File: src/rtl/core/trm_pkg.sv
package trm_pkg;

  localparam int unsigned WORD_W     = 32;
  localparam int unsigned MEM_BASE   = 16384;
  localparam int unsigned PROG_DEPTH = 1024;

  localparam logic [7:0] OP_HALT = 8'd0;
  localparam logic [7:0] OP_MOVE = 8'd1;
  localparam logic [7:0] OP_ADD  = 8'd2;
  localparam logic [7:0] OP_SUB  = 8'd3;
  localparam logic [7:0] OP_MUL  = 8'd4;
  localparam logic [7:0] OP_DIV  = 8'd5;
  localparam logic [7:0] OP_AND  = 8'd6;
  localparam logic [7:0] OP_OR   = 8'd7;
  localparam logic [7:0] OP_NOT  = 8'd8;
  localparam logic [7:0] OP_CMP  = 8'd9;
  localparam logic [7:0] OP_JMP  = 8'd10;
  localparam logic [7:0] OP_IN   = 8'd11;
  localparam logic [7:0] OP_OUT  = 8'd12;
  localparam logic [7:0] OP_LAST = 8'd15;

  localparam logic [2:0] E_OK   = 3'd0;
  localparam logic [2:0] E_OPC  = 3'd1;
  localparam logic [2:0] E_REG  = 3'd2;
  localparam logic [2:0] E_ADDR = 3'd3;
  localparam logic [2:0] E_DIV  = 3'd4;

  localparam logic [1:0] FLAG_EQ = 2'b00;
  localparam logic [1:0] FLAG_GT = 2'b01;
  localparam logic [1:0] FLAG_LT = 2'b11;

  localparam logic [3:0] COND_ALWAYS = 4'd0;
  localparam logic [3:0] COND_EQ     = 4'd1;
  localparam logic [3:0] COND_GT     = 4'd2;
  localparam logic [3:0] COND_LT     = 4'd3;

  typedef struct packed {
    logic              start;
    logic              is_signed;
    logic [WORD_W-1:0] dividend;
    logic [WORD_W-1:0] divisor;
  } div_req_t;

  typedef struct packed {
    logic              done;
    logic [WORD_W-1:0] quotient;
  } div_rsp_t;

endpackage

File: src/rtl/core/trm_div.sv
module trm_div (
  input  logic              clk,
  input  logic              rst_n,
  input  trm_pkg::div_req_t req,
  output trm_pkg::div_rsp_t rsp
);
  import trm_pkg::*;

  typedef enum logic [1:0] {S_IDLE, S_RUN, S_FIX} state_t;

  state_t            state_r;
  logic [5:0]        cnt_r;
  logic [WORD_W-1:0] quo_r;
  logic [WORD_W-1:0] rem_r;
  logic [WORD_W-1:0] dsr_r;
  logic              neg_r;
  logic              done_r;
  logic [WORD_W:0]   trial;
  logic [WORD_W-1:0] rem_shift;

  // Restoring division on magnitudes, one quotient bit per cycle.
  assign rem_shift = {rem_r[WORD_W-2:0], quo_r[WORD_W-1]};
  assign trial     = {1'b0, rem_shift} - {1'b0, dsr_r};

  always_ff @(posedge clk) begin
    if (!rst_n) begin
      state_r <= S_IDLE;
      done_r  <= 1'b0;
      cnt_r   <= '0;
    end else begin
      done_r <= 1'b0;
      case (state_r)
        S_IDLE: begin
          if (req.start) begin
            quo_r   <= (req.is_signed && req.dividend[WORD_W-1]) ?
                       (~req.dividend + 1'b1) : req.dividend;
            dsr_r   <= (req.is_signed && req.divisor[WORD_W-1]) ?
                       (~req.divisor + 1'b1) : req.divisor;
            neg_r   <= req.is_signed && (req.dividend[WORD_W-1] ^ req.divisor[WORD_W-1]);
            rem_r   <= '0;
            cnt_r   <= '0;
            state_r <= S_RUN;
          end
        end
        S_RUN: begin
          if (!trial[WORD_W]) begin
            rem_r <= trial[WORD_W-1:0];
            quo_r <= {quo_r[WORD_W-2:0], 1'b1};
          end else begin
            rem_r <= rem_shift;
            quo_r <= {quo_r[WORD_W-2:0], 1'b0};
          end
          cnt_r <= cnt_r + 6'd1;
          if (cnt_r == 6'(WORD_W - 1)) begin
            state_r <= S_FIX;
          end
        end
        S_FIX: begin
          if (neg_r) begin
            quo_r <= ~quo_r + 1'b1;
          end
          done_r  <= 1'b1;
          state_r <= S_IDLE;
        end
        default: state_r <= S_IDLE;
      endcase
    end
  end

  assign rsp.done     = done_r;
  assign rsp.quotient = quo_r;

`ifndef SYNTHESIS
  a_run_len: assert property (@(posedge clk) disable iff (!rst_n)
    (state_r == S_FIX) |=> done_r)
    else $error("divider done missing after fix step");
  a_no_restart: assert property (@(posedge clk) disable iff (!rst_n)
    (state_r == S_RUN) |=> (state_r == S_RUN || state_r == S_FIX))
    else $error("divider left run early");
  a_done_pulse: assert property (@(posedge clk) disable iff (!rst_n)
    done_r |=> !done_r)
    else $error("divider done held");
`endif

endmodule

File: config.mk
export PLATFORM = sky130hd
export DESIGN_NAME = trm_div
export DESIGN_NICKNAME = d
export VERILOG_FILES = /design/src/rtl/core/trm_pkg.sv /design/src/rtl/core/trm_div.sv
export SDC_FILE = /design/constraint.sdc
export NUM_CORES = 1
export LEC_CHECK = 0
export BUFFER_PORTS_ARGS = -buffer_cell sky130_fd_sc_hd__buf_2
export CAP_MARGIN = 20
export CELL_PAD_IN_SITES_DETAIL_PLACEMENT = 1
export CELL_PAD_IN_SITES_GLOBAL_PLACEMENT = 1
export CORE_UTILIZATION = 40
export CTS_BUF_LIST = sky130_fd_sc_hd__clkbuf_8
export CTS_CLUSTER_DIAMETER = 30
export DETAILED_ROUTE_END_ITERATION = 8
export PLACE_DENSITY_LB_ADDON = 0.15
export SYNTH_ARGS = -nofsm -noshare
export SYNTH_HDL_FRONTEND = slang
export SYNTH_SLANG_ARGS = --single-unit
File: constraint.sdc
create_clock -name clk -period 10.28 [get_ports clk]
set_clock_uncertainty 0.2 [all_clocks]
set_input_delay 1.542 -clock clk [delete_from_list [all_inputs] [get_ports clk]]
set_output_delay 1.542 -clock clk [all_outputs]
set_load 0.02 [all_outputs]
Word-level counts from Yosys, hierarchy flattened
Index checks and enable logic that the tools add are counted.
Widths: inputs -> output; s select.

storage, ports and cells
  register bits = 105
  input port bits = 68
  output and inout bits = 33
  logic and storage cells = 48

operators by class
  mux-type cells = 15
  equality and inequality tests = 6
  add/subtract/negate cells = 5
  bitwise operators = 4
  reduce and logical (&&, ||, !) cells = 11

operator list
  operator               number
  $mux 32                4
  $add 32x1->32 const B  3
  $not 32->32            3
  $pmux 32 s3            1
  $mux 31                2
  $pmux 31 s2            1
  $sub 32x32->33         1
  $pmux 6 s2             1
  $add 6x1->6 const B    1
  $eq 6x5->1 const B     1
  $mux 6                 1
  $ne 2x2->1 const B     3
  $reduce_and 3->1       2
  $mux 2                 2
  $pmux 2 s2             1
  $reduce_and 2->1       2
  $reduce_and 4->1       1
  $logic_and 1x1->1      3
  $reduce_bool 3->1      1
  $eq 2x1->1 const B     1
  $eq 2x2->1 const B     1
  $logic_not 2->1        1
  $mux 1                 2
  $reduce_bool 2->1      1
  $xor 1x1->1            1

Depth between registers and ports, before layout
Gate-level depths: netlist (run 1).

  depth in word-level cells = 5
  depth in mapped cells = 15
  mapped depth without buffers = 13

Worst setup path after synthesis (run 1)
Ideal clock, no wire load.

  path kind = input-to-reg
  start = input port req[65] in the netlist's numbering
  end = register quo_r[0] (enable)
  path slack = 4.442 ns
  data required time = 9.567 ns
  path buffers = 0
  data arrival time = 5.125 ns
  stages = 2
  library setup time = 0.513 ns
  cells stage by stage = nand2b_1 -> nor4b_1

on the way
  word-level cells in the longest chain between the ends = 2

ends and longest elaborated chain
  item                        line           source
  from (decl)                 trm_div.sv:4   input trm_pkg::div_req_t req,
  $ne 2x2->1 (no line)        --
  $reduce_and 4->1 (no line)  --
  to (signal assigned)        trm_div.sv:35  quo_r <= (req.is_signed && req.dividend[WORD_W-1]) ?
  to (signal assigned)        trm_div.sv:48  quo_r <= {quo_r[WORD_W-2:0], 1'b1};
  to (signal assigned)        trm_div.sv:51  quo_r <= {quo_r[WORD_W-2:0], 1'b0};
  to (decl)                   trm_div.sv:13  logic [WORD_W-1:0] quo_r;

Every way passes these cells.
A chain may end at the register's enable or synchronous reset.

Final worst setup path (run 1)
  start = register quo_r[31]
  end = register quo_r[0], data pin

on the way
  word-level cells in the longest chain between the ends = 3

ends and longest elaborated chain
  item            line           source
  $sub 32x32->33  trm_div.sv:23  assign trial = {1'b0, rem_shift} - {1'b0, dsr_r};
  $mux 1          trm_div.sv:46  if (!trial[WORD_W]) begin
  $pmux 32 s3     trm_div.sv:32  case (state_r)

Every way passes these cells.

==> results of run 1 <==
## logic make-up (layout without fill, tap and decap cells)
| family | count (synthesis) | count (layout) | share of synthesized area |
|---|---|---|---|
| compound gates | 241 | 241 | 0.191 |
| xor+xnor | 102 | 102 | 0.113 |
| simple gates | 293 | 293 | 0.177 |
| fa+ha+maj | 41 | 41 | 0.0661 |
| buf+inv | 89 | 184 | 0.0446 |
| mux | 15 | 15 | 0.0191 |
| flops | 105 | 105 | 0.389 |
## power by group through the flow
| stage | combinational, uW | clock (uW) | sequential, uW |
|---|---|---|---|
| detailed placement | 342 | 0 | 552 |
| global route | 384 | 339 | 547 |
| global placement | 335 | 0 | 550 |
| floorplan | 230 | 0 | 557 |
| finish | 344 | 319 | 542 |
| CTS | 344 | 329 | 542 |
## routing by layer
layer	global-route usage	up-vias	share of wire
met5	0	-	0
met3	0.0269	13	0.037
li1	-	3389	-
met1	0.298	3236	0.48
met4	0.0611	0	0.011
met2	0.373	110	0.47
## placed cells by master (no fill, tap or decap), types with 3 or more instances in the layout
| master | Yosys | layout |
|---|---|---|
| sky130_fd_sc_hd__a211oi_1 | 7 | 7 |
| sky130_fd_sc_hd__a21o_1 | 14 | 14 |
| sky130_fd_sc_hd__a21oi_1 | 82 | 82 |
| sky130_fd_sc_hd__a22oi_1 | 14 | 14 |
| sky130_fd_sc_hd__a31oi_1 | 18 | 18 |
| sky130_fd_sc_hd__a32oi_1 | 6 | 6 |
| sky130_fd_sc_hd__and2_1 | 10 | 10 |
| sky130_fd_sc_hd__and3_1 | 7 | 7 |
| sky130_fd_sc_hd__buf_2 | 2 | 100 |
| sky130_fd_sc_hd__buf_4 | 2 | 7 |
| sky130_fd_sc_hd__bufinv_16 | 0 | 3 |
| sky130_fd_sc_hd__clkbuf_8 | 0 | 9 |
| sky130_fd_sc_hd__dfxtp_1 | 9 | 9 |
| sky130_fd_sc_hd__edfxtp_1 | 96 | 96 |
| sky130_fd_sc_hd__ha_1 | 40 | 39 |
| sky130_fd_sc_hd__inv_1 | 59 | 59 |
| sky130_fd_sc_hd__mux2i_1 | 15 | 15 |
| sky130_fd_sc_hd__nand2_1 | 69 | 69 |
| sky130_fd_sc_hd__nand2b_1 | 7 | 7 |
| sky130_fd_sc_hd__nand3_1 | 15 | 15 |
| sky130_fd_sc_hd__nand3b_1 | 4 | 4 |
| sky130_fd_sc_hd__nand4_1 | 4 | 4 |
| sky130_fd_sc_hd__nor2_1 | 104 | 102 |
| sky130_fd_sc_hd__nor2b_1 | 15 | 15 |
| sky130_fd_sc_hd__nor3_1 | 21 | 21 |
| sky130_fd_sc_hd__nor3b_1 | 4 | 4 |
| sky130_fd_sc_hd__nor4_1 | 12 | 12 |
| sky130_fd_sc_hd__o21ai_0 | 59 | 59 |
| sky130_fd_sc_hd__o21bai_1 | 3 | 3 |
| sky130_fd_sc_hd__o22ai_1 | 5 | 5 |
| sky130_fd_sc_hd__o31ai_1 | 7 | 7 |
| sky130_fd_sc_hd__o41ai_1 | 8 | 8 |
| sky130_fd_sc_hd__or3_1 | 8 | 8 |
| sky130_fd_sc_hd__or4_1 | 5 | 5 |
| sky130_fd_sc_hd__xnor2_1 | 51 | 51 |
| sky130_fd_sc_hd__xor2_1 | 51 | 51 |
## final cells by class
class,instances,share of cell area
Inverter,59,0.0248
Clock buffer,9,0.0139
Sequential cell,105,0.343
Multi-Input combinational cell,692,0.502
Clock inverter,7,0.0133
Timing Repair Buffer,109,0.0672
Tap cell,260,0.0364
## stage by stage
stage / hold slack, ps / utilization / instance area [um^2] / setup WS (ps) / power (uW)
finish: 311 / 0.470 / 8940 / 6010 / 1210
global route: 341 / 0.470 / 8940 / 5680 / 1270
CTS: 310 / 0.467 / 8890 / 5960 / 1220
detailed placement: 291 / 0.455 / 8650 / 5700 / 893
global placement: 289 / 0.455 / 8650 / 5800 / 886
floorplan: 266 / - / 7880 / 4440 / 787
## state kept, by name, indices dropped and copies added, names as in the netlist
| register | flops |
|---|---|
| cnt_r | 6 |
| done_r | 1 |
| dsr_r | 32 |
| neg_r | 1 |
| quo_r | 32 |
| rem_r | 31 |
| state_r | 2 |
## worst max-delay path, stage by stage (launching register included)
cell and delay (ps):
sky130_fd_sc_hd__edfxtp_1 440, sky130_fd_sc_hd__inv_1 120, sky130_fd_sc_hd__ha_1 170, sky130_fd_sc_hd__inv_1 60, sky130_fd_sc_hd__fa_1 400, sky130_fd_sc_hd__a21oi_1 250
sky130_fd_sc_hd__o221a_4 260, sky130_fd_sc_hd__o2111a_1 240, sky130_fd_sc_hd__o21ai_2 100, sky130_fd_sc_hd__a221o_2 450, sky130_fd_sc_hd__a41oi_4 400, sky130_fd_sc_hd__nor2_4 160
sky130_fd_sc_hd__buf_4 300, sky130_fd_sc_hd__nand2_1 290, sky130_fd_sc_hd__a31oi_1 140
## worst min path at each step
| stage | endpoint | slack [ps] | cells after the start |
|---|---|---|---|
| floorplan | cnt_r[4] | 270 | 2 |
| global placement | cnt_r[4] | 290 | 2 |
| detailed placement | cnt_r[4] | 290 | 2 |
| CTS | cnt_r[4] | 310 | 2 |
| global route | cnt_r[4] | 340 | 2 |
| finish | cnt_r[4] | 310 | 2 |
==> PnR_summary.wiki, run 1 <==
{| class="wikitable"
! Metric !! Value
|-
| Maximum Capacitance Violations || 0
|-
| Share of cells above drive strength 1 || 0.138
|-
| Share of async-settable or async-resettable flops after synthesis || 0
|-
| Number of buffers inserted during clock tree synthesis || 9
|-
| # Post-CTS Setup Buffers || 0
|-
| Unrepaired setup endpoints after global routing || no
|-
| Min-delay worst type || reg2reg
|-
| Switching Fraction || 0.330
|-
| Core Region || 19,000 um^2
|-
| Total congestion overflow after global routing || 0
|-
| Yosys Warn Count || 0
|-
| Top cell types by occurrence after synthesis || sky130_fd_sc_hd__nor2_1 (104), sky130_fd_sc_hd__edfxtp_1 (96), sky130_fd_sc_hd__a21oi_1 (82)
|-
| Worst setup SP type || flop
|-
| Horizontal die dimension || 142 um
|-
| R2R depth || 14
|-
| Final net count || 1,085
|-
| Worst Hold Launch || cnt_r[4]
|-
| Post-CTS Hold Buffers || 0
|-
| Library cell used as clock root buffer || sky130_fd_sc_hd__clkbuf_8
|-
| Clock network latency to the later pin of the worst-skew pair || 390 ps
|-
| Share of power burned in registers || 0.450
|-
| Status || finished, final reports clean
|-
| Worst reg2reg setup slack || 6010 ps
|-
| Synthesis-stage register bit count || 105
|-
| Overall die height || 142 um
|-
| First DRT Iteration DRCs || 385
|-
| Post-route minimum period || 4270 ps
|-
| Cells after DPL || 1,223
|-
| Clock tree from TritonCTS || done
|-
| Count of standard-cell rows || 50
|-
| CP arrival || 4170 ps
|-
| Final period util || 0.415
|-
| Synthesis-to-finish area growth || 13.4%
|-
| Routed wire per std cell || 17.6 um
|-
| Total negative slack for setup checks || 0 ps
|-
| Area of the die || 20,300 um^2
|-
| Top-area cell type share of the netlist area || 0.366
|-
| Vias in the first global route || 6,697
|-
| Source of the worst register-to-register timing path || quo_r[31]
|-
| Total nets after synthesis || 995
|-
| Part of the total power dissipated in the clock network || 0.265
|-
| Total standard cell area after synthesis || 7880 um^2
|-
| Footprint of the multi-input gates || 4480 um^2
|-
| CP Data Required Time || 10,180 ps
|-
| Final setup viols || 0
|-
| Largest buffer count on any clock path || 2
|-
| Aggregate global-route resource usage || 0.221
|-
| Input/output buffers || 100
|-
| First element of the critical path || quo_r[31]
|-
| Initial antenna violation count || 0
|-
| DPL Wire Length || 16.4 mm
|-
| Cell type contributing the most total cell area after synthesis || sky130_fd_sc_hd__edfxtp_1
|-
| First-pass GRT wire length || 35.1 mm
|-
| Final Max Slew Viols || 0
|-
| Antenna-violating nets left || 0
|-
| Transition time at the pin with the least slew margin || 829 ps
|-
| Final number of hold-violating endpoints || 0
|-
| Maximum number of pins on one net before global-route repair || 64
|-
| Number of ports placed on the die boundary || 101
|-
| Finished Layout Cells || 1,241
|-
| Clock Sinks || 105
|-
| Setup Crit Path Kind || reg2reg
|-
| EDFF count, synth || 96
|-
| H-Tree Level Count || 3
|-
| Critical path destination || quo_r[0]
|-
| Post-synthesis cell count || 886
|-
| Maximum resistive drop on vdd || 0.0495 mV
|-
| Static leakage || 0.00351 uW
|-
| Ant. Diodes || 0
|-
| Yosys cell types || 60
|-
| Post-synth top flop || sky130_fd_sc_hd__edfxtp_1
|-
| Via density per instance || 5.44
|-
| Int Power || 808 uW
|-
| Residual DRC || 0
|-
| Total length of routed wires || 21.8 mm
|-
| Register clock-pin slew on the reported worst setup and hold paths || 110 ps
|-
| Synth Area per Inst || 8.89 um^2
|-
| Fillers || 2,308
|-
| Post_cts resized || 0
|-
| Max frequency || 0.234 GHz
|-
| Sequential Area || 3060 um^2
|-
| Top post-synthesis cells by area || sky130_fd_sc_hd__edfxtp_1 (37%), sky130_fd_sc_hd__ha_1 (6.4%), sky130_fd_sc_hd__xnor2_1 (5.7%)
|-
| Gpl congestion || 0.836
|-
| Initial core utilization || 0.414
|-
| Largest fanout of any net on the critical path || 24
|-
| Slew headroom || 0.448
|-
| Sequential element share of the synthesized area || 0.389
|-
| Most frequently used cell type in the post-synthesis netlist || sky130_fd_sc_hd__nor2_1
|-
| Vias after detailed routing || 6,748
|-
| Combinational power share || 0.286
|-
| Net switching power figure || 397 uW
|-
| Cell area power density || 135 nW/um^2
|-
| Endpoint of the lowest-slack register-to-register path || quo_r[0]
|-
| Number of search-and-repair iterations in the first detailed-routing pass || 4
|-
| Crit path capture type || flop
|}
(Power assumes the default switching activity.)
==> run 2: changes to the inputs <==
clock period = 3.65 ns   (was 10.28 ns; I/O delays follow)
==> run 2 against run 1 <==
Final cell count grew 1.8%. Global-route usage grew 0.29 points. Total power grew to 2.7 times the previous value. Highest routed layer unchanged. Non-clock buffer count grew 21. Wire length grew 3.2%. Critical path type unchanged. Largest cell class unchanged.
==> PnR_summary.wiki, run 2 (same netlist as run 1, synthesis figures left out) <==
{| class="wikitable"
! Metric !! Value
|-
| Antenna-violating nets left || 0 (unchanged)
|-
| Count of standard-cell rows || 50 (unchanged)
|-
| Largest fanout of any net on the critical path || 5 (-79%)
|-
| Vias in the first global route || 6,656 (-0.61%)
|-
| Final net count || 1,107 (+2.0%)
|-
| Final Max Slew Viols || 0 (unchanged)
|-
| Biggest regs || dsr_r x32, quo_r x32, rem_r x31
|-
| Hold Path Sink || dsr_r[0]
|-
| Worst hold margin || 210 ps (-101 ps)
|-
| Gpl congestion || 0.815 (-2.5%)
|-
| Largest buffer count on any clock path || 2 (unchanged)
|-
| Maximum Capacitance Violations || 0 (unchanged)
|-
| Synthesis-to-finish area growth || 15.0%
|-
| Crit path capture type || flop
|-
| Share of cells above drive strength 1 || 0.160 (+0.0219)
|-
| Maximum number of pins on one net before global-route repair || 44 (-31%)
|-
| Hold depth || 1 (-1)
|-
| Final number of hold-violating endpoints || 0 (unchanged)
|-
| Initial core utilization || 0.414 (unchanged)
|-
| Status || finished, final reports clean
|-
| First-pass GRT wire length || 35.4 mm (+0.84%)
|-
| Slew headroom || 0.327 (-0.121)
|-
| Maximum resistive drop on vdd || 0.226 mV (+360%)
|-
| Worst Hold Launch || req[0]
|-
| Transition time at the pin with the least slew margin || 1010 ps (+180 ps)
|-
| Total congestion overflow after global routing || 0 (unchanged)
|-
| Total length of routed wires || 22.5 mm (+3.2%)
|-
| Clock Sinks || 105 (unchanged)
|-
| Max frequency || 0.280 GHz (+20%)
|-
| CP Data Required Time || 3550 ps (-6630 ps)
|-
| Overall die height || 142 um (unchanged)
|-
| DPL Wire Length || 16.7 mm (+2.0%)
|-
| Number of buffers inserted during clock tree synthesis || 9 (unchanged)
|-
| Post-route minimum period || 3570 ps (-702 ps)
|-
| Residual DRC || 0 (unchanged)
|-
| Clock network latency to the later pin of the worst-skew pair || 390 ps (about the same)
|-
| Area of the die || 20,300 um^2 (unchanged)
|-
| R2R depth || 11 (-3)
|-
| Ant. Diodes || 0 (unchanged)
|-
| Min-delay worst type || in2reg
|-
| Endpoint of the lowest-slack register-to-register path || rem_r[27]
|-
| Routed wire per std cell || 17.8 um (+1.4%)
|-
| Core Region || 19,000 um^2 (unchanged)
|-
| Register clock-pin slew on the reported worst setup and hold paths || 100 ps (about the same)
|-
| Initial antenna violation count || 0 (unchanged)
|-
| Highest-count cells in the layout ignoring fill and taps || sky130_fd_sc_hd__nor2_1 (102), sky130_fd_sc_hd__buf_2 (100), sky130_fd_sc_hd__edfxtp_1 (96)
|-
| First DRT Iteration DRCs || 367 (-4.7%)
|-
| Post-CTS Hold Buffers || 0 (unchanged)
|-
| Source of the worst register-to-register timing path || rem_r[3]
|-
| Number of ports placed on the die boundary || 101 (unchanged)
|-
| Aggregate global-route resource usage || 0.224 (+0.00287)
|-
| Finished Layout Cells || 1,263 (+1.8%)
|-
| Vias after detailed routing || 6,921 (+2.6%)
|-
| Via density per instance || 5.48 (+0.78%)
|-
| Most common cell after layout, fill and taps aside || sky130_fd_sc_hd__nor2_1
|-
| Worst setup SP type || flop
|-
| Final setup viols || 0 (unchanged)
|-
| Library cell used as clock root buffer || sky130_fd_sc_hd__clkbuf_8
|-
| Final period util || 0.977 (+0.562)
|-
| Static leakage || 0.00361 uW (+2.7%)
|-
| H-Tree Level Count || 3 (unchanged)
|-
| Clock tree from TritonCTS || done
|-
| Number of search-and-repair iterations in the first detailed-routing pass || 4 (unchanged)
|-
| Input/output buffers || 100 (unchanged)
|-
| Cell area power density || 361 nW/um^2 (+170%)
|-
| Horizontal die dimension || 142 um (unchanged)
|-
| Setup Crit Path Kind || reg2reg
|-
| CP arrival || 3460 ps (-710 ps)
|-
| Worst reg2reg setup slack || 80 ps (-5930 ps)
|-
| Cells after DPL || 1,236 (+1.1%)
|}
[run 2: layout make-up]
class	count	area, um^2
Timing Repair Buffer	130	763
Multi-Input combinational cell	693	4520
Clock inverter	6	28.8
Inverter	59	221
Clock buffer	10	138
Fill cell	2322	9950
Tap cell	260	325
Sequential cell	105	3060
[run 2: worst max-delay path by stage]
stage                            to       from  slack, ps  cells after the start
after floorplan            rem_r[6]  quo_r[31]         60                     15
after global placement    rem_r[21]  quo_r[31]        110                     14
after detailed placement  rem_r[20]  quo_r[31]        -50                     14
after CTS                 rem_r[21]  quo_r[31]          2                     14
after global routing      rem_r[27]   rem_r[3]        -70                     11
final                     rem_r[27]   rem_r[3]         80                     11
[run 2: what timing repair did]
| item | CTS | global route |
|---|---|---|
| pin swaps | 1 | 6 |
| gates cloned | 0 | 2 |
| endpoints found under the setup margin | 14 | 24 |
| buffers inserted | 0 | 9 |
| resized for setup | 1 | 9 |
[run 2: through the flow]
step / setup slack, ps / total power, uW / cell area (um^2) / util / TNS, ps
6_report: 84.2 / 3270 / 9060 / 0.477 / 0
4_1_cts: 1.89 / 3230 / 8930 / 0.470 / 0
3_3_place_gp: 107 / 2530 / 8760 / 0.461 / 0
3_5_place_dp: -51.4 / 2550 / 8760 / 0.461 / -273
5_1_grt: -66.5 / 3440 / 9060 / 0.477 / -294
2_1_floorplan: 58.5 / 2220 / 7890 / - / 0
[run 2: metal layers]
metal  GRT usage  share of wire  vias to the layer above
met3      0.0232          0.038                       15
li1            -              -                     3436
met1       0.336           0.50                     3325
met2       0.341           0.45                      145
met4      0.0611          0.012                        0
met5           0              0                        -
[run 2: worst max-delay path, stage by stage, from the launching register on]
cell	delay (ps)
sky130_fd_sc_hd__edfxtp_1	420
sky130_fd_sc_hd__ha_1	400
sky130_fd_sc_hd__a21oi_1	290
sky130_fd_sc_hd__nand2_1	110
sky130_fd_sc_hd__o21ai_0	310
sky130_fd_sc_hd__o31ai_1	130
sky130_fd_sc_hd__buf_4	170
sky130_fd_sc_hd__a211oi_2	310
sky130_fd_sc_hd__nor3_1	140
sky130_fd_sc_hd__a2111oi_1	550
sky130_fd_sc_hd__or4b_1	200
sky130_fd_sc_hd__a21oi_1	60
[run 2: power breakdown]
part | internal [uW] | switching [uW]
logic | 425 | 625
registers | 1440 | 87.1
clock network | 259 | 429
total | 2130 | 1140
